<file path="config.mk">
export PLATFORM = sky130hd
export DESIGN_NAME = sbim_ctrl
export DESIGN_NICKNAME = d
export VERILOG_FILES = /design/src/hw/rtl/sbim_pkg.sv /design/src/hw/rtl/sbim_ctrl.sv
export SDC_FILE = /design/constraint.sdc
export NUM_CORES = 1
export LEC_CHECK = 0
export BUFFER_PORTS_ARGS = -buffer_cell sky130_fd_sc_hd__buf_4
export CAP_MARGIN = 20
export CORE_MARGIN = 3
export CORE_UTILIZATION = 47
export CTS_CLUSTER_SIZE = 10
export DETAILED_ROUTE_END_ITERATION = 16
export GPL_ROUTABILITY_DRIVEN = 1
export PLACE_DENSITY = 0.87
export SYNTH_ARGS = -nofsm -noshare
export SYNTH_HDL_FRONTEND = slang
export SYNTH_SLANG_ARGS = --single-unit
</file>
<file path="constraint.sdc">
create_clock -name i_clk -period 1.6 [get_ports i_clk]
set_input_delay 0.16 -clock i_clk [delete_from_list [all_inputs] [get_ports i_clk]]
set_output_delay 0.16 -clock i_clk [all_outputs]
set_load 0.01 [all_outputs]
</file>
<file path="src/hw/rtl/sbim_pkg.sv">
// Shared types, constants and helpers for the spatial bin index mapper.
`default_nettype none

package sbim_pkg;

    localparam int BIN_INDEX_BITS    = 10;
    localparam int CORDIC_ITERATIONS = 20;
    localparam int COORD_BITS        = 32;
    localparam int CFG_DATA_BITS     = 64;
    localparam int CFG_INDEX_BITS    = 3;
    localparam int DIV_DVD_BITS      = COORD_BITS + BIN_INDEX_BITS;
    localparam int DIV_CNT_BITS      = $clog2(DIV_DVD_BITS);
    localparam int SQRT_CNT_BITS     = $clog2(COORD_BITS);
    localparam int CD_CNT_BITS       = $clog2(CORDIC_ITERATIONS);
    localparam int CD_W              = COORD_BITS + 3;
    localparam int ACC_W             = COORD_BITS + 2;

    localparam logic [3*BIN_INDEX_BITS-1:0] BINS_RESET = {3{BIN_INDEX_BITS'(1)}};

    // atan(2^-i) as a fraction of a full turn, scaled by 2^32
    localparam logic [31:0] ATAN_TURNS [32] = '{
        32'd536870912, 32'd316933406, 32'd167458907, 32'd85004756, 32'd42667331,
        32'd21354465, 32'd10679838, 32'd5340245, 32'd2670163, 32'd1335087,
        32'd667544, 32'd333772, 32'd166886, 32'd83443, 32'd41722, 32'd20861,
        32'd10430, 32'd5215, 32'd2608, 32'd1304, 32'd652, 32'd326, 32'd163,
        32'd81, 32'd41, 32'd20, 32'd10, 32'd5, 32'd3, 32'd1, 32'd1, 32'd0
    };

    typedef enum logic [CFG_INDEX_BITS-1:0] {
        REG_RGN_X, REG_RGN_Y, REG_RGN_Z, REG_DOM_X, REG_DOM_Y, REG_DOM_Z,
        REG_BINS, REG_GEOM
    } t_reg_idx;

    localparam logic [1:0] AXIS_X = 2'd0;
    localparam logic [1:0] AXIS_Y = 2'd1;
    localparam logic [1:0] AXIS_Z = 2'd2;

    typedef enum logic [2:0] {MUL_LIN, MUL_RAD, MUL_DY, MUL_DZ, MUL_ANG} t_mul_sel;
    typedef enum logic [1:0] {DIV_WRAP, DIV_LIN, DIV_RAD} t_div_sel;

    typedef enum logic [4:0] {
        S_IDLE, S_WRAP_CHK, S_WRAP_WAIT, S_CLASSIFY, S_SQ_DY, S_SQ_DZ,
        S_SQRT_GO, S_SQRT_WAIT, S_CYL_CHK, S_LIN_MUL, S_LIN_GO, S_LIN_WAIT,
        S_RAD_MUL, S_RAD_GO, S_RAD_WAIT, S_CORDIC_GO, S_CORDIC_WAIT,
        S_ANG_MUL, S_ANG_STORE, S_FINISH
    } t_state;

    typedef struct packed {
        logic       load;
        logic       div_start;
        t_div_sel   div_sel;
        logic       wrap_fix;
        logic       mul_en;
        t_mul_sel   mul_sel;
        logic       sqrt_start;
        logic       cordic_start;
        logic       bin_store;
        logic       bin_ang;
        logic       inside_set;
        logic       emit;
        logic [1:0] axis;
    } t_cmd;

    typedef struct packed {
        logic div_done;
        logic sqrt_done;
        logic cordic_done;
        logic need_wrap;
        logic cart_in;
        logic cyl_pre;
        logic r_in;
        logic dz_zero;
        logic cyl_mode;
        logic out_free;
    } t_status;

    // a count field of zero acts as one
    function automatic logic [BIN_INDEX_BITS-1:0] bin_n(input logic [BIN_INDEX_BITS-1:0] f);
        return (f == '0) ? BIN_INDEX_BITS'(1) : f;
    endfunction

endpackage

`default_nettype wire

</file>
<file path="src/hw/rtl/sbim_ctrl.sv">
// Controller state machine sequencing wrap, binning, root and angle steps.
`default_nettype none

module sbim_ctrl import sbim_pkg::*; (
    input  wire logic    i_clk,
    input  wire logic    i_rst_n,
    input  wire logic    i_in_valid,
    input  wire t_status i_status,
    output logic         o_in_ready,
    output t_cmd         o_cmd
);

    t_state     r_state, n_state;
    logic [1:0] r_axis, n_axis;

    always_ff @(posedge i_clk) begin
        if (!i_rst_n) begin
            r_state <= S_IDLE;
            r_axis  <= AXIS_X;
        end else begin
            r_state <= n_state;
            r_axis  <= n_axis;
        end
    end

    // next state
    always_comb begin
        n_state = r_state;
        n_axis  = r_axis;
        case (r_state)
            S_IDLE: begin
                if (i_in_valid) begin
                    n_state = S_WRAP_CHK;
                    n_axis  = AXIS_X;
                end
            end
            S_WRAP_CHK, S_WRAP_WAIT: begin
                if ((r_state == S_WRAP_CHK && !i_status.need_wrap)
                    || (r_state == S_WRAP_WAIT && i_status.div_done)) begin
                    if (r_axis == AXIS_Z) begin
                        n_state = S_CLASSIFY;
                        n_axis  = AXIS_X;
                    end else begin
                        n_state = S_WRAP_CHK;
                        n_axis  = r_axis + 1'b1;
                    end
                end else if (r_state == S_WRAP_CHK) begin
                    n_state = S_WRAP_WAIT;
                end
            end
            S_CLASSIFY: begin
                if (i_status.cyl_mode) begin
                    n_state = i_status.cyl_pre ? S_SQ_DY : S_FINISH;
                end else begin
                    n_state = i_status.cart_in ? S_LIN_MUL : S_FINISH;
                end
            end
            S_SQ_DY:   n_state = S_SQ_DZ;
            S_SQ_DZ:   n_state = S_SQRT_GO;
            S_SQRT_GO: n_state = S_SQRT_WAIT;
            S_SQRT_WAIT: begin
                if (i_status.sqrt_done) begin
                    n_state = S_CYL_CHK;
                end
            end
            S_CYL_CHK: begin
                n_state = i_status.r_in ? S_LIN_MUL : S_FINISH;
                n_axis  = AXIS_X;
            end
            S_LIN_MUL: n_state = S_LIN_GO;
            S_LIN_GO:  n_state = S_LIN_WAIT;
            S_LIN_WAIT: begin
                if (i_status.div_done) begin
                    if (i_status.cyl_mode) begin
                        n_state = S_RAD_MUL;
                        n_axis  = AXIS_Y;
                    end else if (r_axis == AXIS_Z) begin
                        n_state = S_FINISH;
                    end else begin
                        n_state = S_LIN_MUL;
                        n_axis  = r_axis + 1'b1;
                    end
                end
            end
            S_RAD_MUL: n_state = S_RAD_GO;
            S_RAD_GO:  n_state = S_RAD_WAIT;
            S_RAD_WAIT: begin
                if (i_status.div_done) begin
                    n_state = i_status.dz_zero ? S_ANG_MUL : S_CORDIC_GO;
                    n_axis  = AXIS_Z;
                end
            end
            S_CORDIC_GO: n_state = S_CORDIC_WAIT;
            S_CORDIC_WAIT: begin
                if (i_status.cordic_done) begin
                    n_state = S_ANG_MUL;
                end
            end
            S_ANG_MUL:   n_state = S_ANG_STORE;
            S_ANG_STORE: n_state = S_FINISH;
            S_FINISH: begin
                if (i_status.out_free) begin
                    n_state = S_IDLE;
                end
            end
            default: n_state = S_IDLE;
        endcase
    end

    // commands
    always_comb begin
        o_cmd      = '0;
        o_cmd.axis = r_axis;
        o_in_ready = (r_state == S_IDLE);
        case (r_state)
            S_IDLE: o_cmd.load = i_in_valid;
            S_WRAP_CHK: begin
                o_cmd.div_sel   = DIV_WRAP;
                o_cmd.div_start = i_status.need_wrap;
            end
            S_WRAP_WAIT: begin
                o_cmd.div_sel  = DIV_WRAP;
                o_cmd.wrap_fix = i_status.div_done;
            end
            S_CLASSIFY: o_cmd.inside_set = !i_status.cyl_mode && i_status.cart_in;
            S_SQ_DY: begin
                o_cmd.mul_en  = 1'b1;
                o_cmd.mul_sel = MUL_DY;
            end
            S_SQ_DZ: begin
                o_cmd.mul_en  = 1'b1;
                o_cmd.mul_sel = MUL_DZ;
            end
            S_SQRT_GO: o_cmd.sqrt_start = 1'b1;
            S_CYL_CHK: o_cmd.inside_set = i_status.r_in;
            S_LIN_MUL: begin
                o_cmd.mul_en  = 1'b1;
                o_cmd.mul_sel = MUL_LIN;
            end
            S_LIN_GO: begin
                o_cmd.div_sel   = DIV_LIN;
                o_cmd.div_start = 1'b1;
            end
            S_LIN_WAIT: o_cmd.bin_store = i_status.div_done;
            S_RAD_MUL: begin
                o_cmd.mul_en  = 1'b1;
                o_cmd.mul_sel = MUL_RAD;
            end
            S_RAD_GO: begin
                o_cmd.div_sel   = DIV_RAD;
                o_cmd.div_start = 1'b1;
            end
            S_RAD_WAIT:  o_cmd.bin_store = i_status.div_done;
            S_CORDIC_GO: o_cmd.cordic_start = 1'b1;
            S_ANG_MUL: begin
                o_cmd.mul_en  = 1'b1;
                o_cmd.mul_sel = MUL_ANG;
            end
            S_ANG_STORE: begin
                o_cmd.bin_store = 1'b1;
                o_cmd.bin_ang   = 1'b1;
            end
            S_FINISH: o_cmd.emit = i_status.out_free;
            default: ;
        endcase
    end

endmodule

`default_nettype wire
</file>
==> reports/qor.txt, run 1 <==
Die Width = 53.6 um
Clock Path Buffers = 2
H-tree Lvls = 1
Synthesized area per cell = 7.06 um2
IO Port Bufs = 30
Exit stage = 5_1_grt
WEP type = primary output
Starting Density = 0.517
Top Ports = 31
Synth warnings = 0
Status = stopped before the end
Largest net degree at the start of global routing = 10
Root Buffer = clkbuf_4
Mapped Nets = 167
FP Rows = 16
# placed instances = 241
Cts bufs inserted = 3
EDFF count, synth = 0
Register area share after synthesis = 0.131
GPL Wtd Cong = 1.08
Async S/R FF share, synth = 0
Register bit total from synthesis = 7
Worst endpoint, post-GRT repair = o_cmd[15]
Primary FF master, synth = dfxtp_1
Clk sinks = 7
Post-Syn Area = 0.00107 mm2
Unique masters post-synth = 54
Post-DP HPWL = 3480 um
Syn Inst Count = 151
Die H = 53.6 um
Error msg = [ERROR DPL-0038] Utilization greater than 100%, impossible to legalize
==> cells by family after synthesis <==
kind of cell,count (synthesis),synth area share
compound gates,45,0.339
xor+xnor,3,0.0247
fa+ha+maj,4,0.0446
buf+inv,20,0.0845
flops,7,0.131
mux,2,0.0235
simple gates,70,0.352
==> timing repair <==
| item | CTS |
|---|---|
| endpoints found under the hold margin | 0 |
| hold buffers | 0 |
| buffers inserted | 11 |
| pin swaps | 15 |
| endpoints found under the setup margin | 18 |
| gates resized for setup | 51 |
==> Yosys cell counts (all sizes together) (3+ instances only) <==
cell type | n | area, um2
nor2b | 4 | 25.0
inv | 9 | 33.8
clkbuf | 3 | 11.3
nand2b | 6 | 40.0
or3b | 3 | 28.8
nand3b | 3 | 22.5
nand2 | 11 | 43.8
a21oi | 8 | 40.0
a32o | 3 | 30.0
nor2 | 20 | 80.1
ha | 3 | 37.5
buf | 8 | 45.0
dfxtp | 7 | 140
o32ai | 3 | 26.3
nor3 | 11 | 55.1
a211oi | 4 | 30.0
o21ai | 4 | 20.0
nor4 | 3 | 18.8
==> metrics by stage <==
step | cell area, um2 | utilization | TNS, ns | setup slack, ns
after floorplan | 1080 | - | -0.00199 | -0.00199
after global placement | 1620 | 0.783 | -0.467 | -0.102
after detailed placement | 1620 | 0.783 | -1.16 | -0.242
after CTS | 1910 | 0.928 | -0.504 | -0.107
==> run 2: changes to the inputs <==
- CORE_AREA: not set -> 3 3 64 66
- CORE_MARGIN: 3 -> not set
- CORE_UTILIZATION: 47 -> not set
- CTS_CLUSTER_SIZE: 10 -> not set
- DIE_AREA: not set -> 0 0 67 69
- PLACE_DENSITY: 0.87 -> not set
- PLACE_DENSITY_LB_ADDON: not set -> 0.15
- clock period: 1.6 -> 2.1 ns (I/O delays scaled with it)
==> run 2 against run 1 <==
The run now ends clean. Area after synthesis is the same. Synthesized cell count stayed put.
==> reports/qor.txt, run 2 <==
Most frequent cell after synthesis = nor2_1
Synth-to-Final Area Change = 37.7%
Dominant cell type by area after synthesis = dfxtp_1
H-tree Lvls = 1
Clk sinks = 7
Most frequent cells in the layout = buf_4 (47), nor2_1 (18), nor3_1 (11)
Nets = 208
CTS tree = done
Register area share after synthesis = 0.131
Top post-synthesis cells by count = nor2_1 (18), nor3_1 (11), nand2_1 (10), a21oi_1 (8), inv_1 (8)
# placed instances = 235
Lkg Pwr = 0.000635 uW
Crit path max fanout = 12
Largest register FFs = 5
Routed vias/inst = 5.64
Async S/R FF share, synth = 0
Initial antenna violation count = 0
Starting Density = 0.293
Primary FF master, synth = dfxtp_1
Arrival time at the worst endpoint = 1.73 ns
Vias post-DR = 1348
WHS Path Cells = 2
Post-Syn Area = 0.00107 mm2
Synth top area cells = dfxtp_1 (13%), nor2_1 (6.3%), nor3_1 (5.2%)
Layout Skew = 0.00444 ns
Congestion Overflow GR = 0
Post-route DRC = 0
Layout cell share with drive strength beyond 1 = 0.314
Drt first pass iters = 5
Worst skew pair latency = 0.22 ns
Starting DRT DRC Count = 160
Least-Margin Pin Slew = 0.507 ns
Cts bufs inserted = 3
Top reg by flops = r_state
GPL Wtd Cong = 0.875
Antenna diodes = 0
Max-cap violation count = 0
Relative slew slack = 0.659
Die H = 69 um
Mapped Nets = 167
Leading cell type in the layout, fill and taps excluded = buf_4
Clock Path Buffers = 2
Vias in the first global route = 1309
Crit path kind = flop to output pin
Worst hold path class = input port to flop
Slowest stage delay, CP = 0.52 ns
WP data required = 1.89 ns
Fmax = 515 MHz
Worst Setup Start Kind = flop
Crit path top cell by count = buf_4
Core region area = 0.00363 mm2
CP Capture Type = output pin
Per-cell routed wire length = 16.3 um
Final Setup Violations = 0
EDFF count, synth = 0
Top cell type's share of synthesized area = 0.131
Largest regs = r_state x5, r_axis x2
Syn Inst Count = 151
Register bit total from synthesis = 7
Postcts setup bufs = 0
Root Buffer = clkbuf_8
RSZ-0062 raised after global routing = false
Min Tclk post-route = 1.94 ns
Clock share of power = 0.128
Slowest cell on crit path = dfxtp_1
Worst Reg-to-Reg Cells = 5
Setup tns final = 0 ns
Net Sw Frac = 0.471
Top Ports = 31
Final ANT Viol Nets = 0
Post-DP HPWL = 3160 um
Reg power frac = 0.169
IO Port Bufs = 30
P_int = 768 uW
Largest net degree at the start of global routing = 15
Final slew viol count = 0
FP Rows = 22
Maximum VDD drop = 375 uV
Cts repair resizes = 0
Final Util = 0.404
Synthesized area per cell = 7.06 um2
Die area = 0.00462 mm2
Status = finished, final reports clean
Synth warnings = 0
Net Sw Power = 684 uW
Cell-by-cell trace of the critical path = buf_4 -> nand2_1 -> xnor2_1 -> a21oi_1 -> nor2_1 -> buf_4
Unique masters post-synth = 54
Hold Fails Final Rpt = 0
PwrDens = 989 mW/mm2
WL final = 3900 um
Total GRT Usage = 0.169
Hold-fix buffers, CTS = 0
Layout Cells excl Fill = 239
Gate power share = 0.704
Die Width = 67 um
First-pass GRT wire length = 6230 um
Final period util = 0.924
Clock slew seen by the registers of the worst setup and hold paths = 0.04 ns
[run 2: cell counts after synthesis]
No cell type changed its count.
[run 2: worst paths after layout]
kind / startpoint / endpoint / slack (ns)
setup / recovery: r_state[3] / o_cmd[11] / 0.16
hold / removal: i_rst_n / r_state[0] / 0.27
setup reg to reg: r_state[1] / r_axis[0] / 0.16
hold reg to reg: r_axis[1] / r_axis[1] / 0.56
[run 2: cells by family after synthesis]
logic type               count (synthesis)  synth area share
adder cells (fa/ha/maj)                  4            0.0446
AO/OA/AOI/OAI                           45             0.339
AND/OR/NAND/NOR                         70             0.352
buffers and inverters                   20            0.0845
multiplexers                             2            0.0235
flip-flops                               7             0.131
XOR/XNOR                                 3            0.0247
[run 2: cell type report]
class | count | area [um2]
Timing Repair Buffer | 47 | 353
Inverter | 9 | 33.8
Tap cell | 48 | 60.1
Sequential cell | 7 | 140
Multi-Input combinational cell | 124 | 836
Fill cell | 411 | 2170
Clock buffer | 4 | 45.0
[run 2: power groups by stage]
stage	Sequential (uW)	Clock (uW)	Combinational [uW]
after floorplan	206	0	679
after global placement	242	0	1020
after detailed placement	243	0	1010
after CTS	242	190	1020
after global routing	253	199	1110
final	245	185	1020
[run 2: worst max-delay path, delay by kind of cell, from the launching register on]
family | cells | cell delay, ns
AND/OR/NAND/NOR | 2 | 0.24
AO/OA/AOI/OAI | 1 | 0.15
XOR/XNOR | 1 | 0.17
flip-flops | 1 | 0.52
buffers and inverters | 2 | 0.41
[run 2: per-stage QoR]
step / setup WS (ns) / cell area (um2) / power, uW / hold WS [ns]
after floorplan: 0.369 / 1070 / 885 / 0.439
after global placement: 0.180 / 1420 / 1260 / 0.501
after detailed placement: 0.190 / 1420 / 1260 / 0.501
after CTS: 0.156 / 1470 / 1450 / 0.268
after global routing: 0.0337 / 1470 / 1560 / 0.288
final: 0.159 / 1470 / 1450 / 0.274
[run 2: routing by layer]
layer	wire length, um	GRT usage
met1	1670	0.223
met5	0	0
met2	1890	0.269
met3	261	0.0326
met4	83	0.0586
No activity file was read; power rests on OpenSTA's default activity.
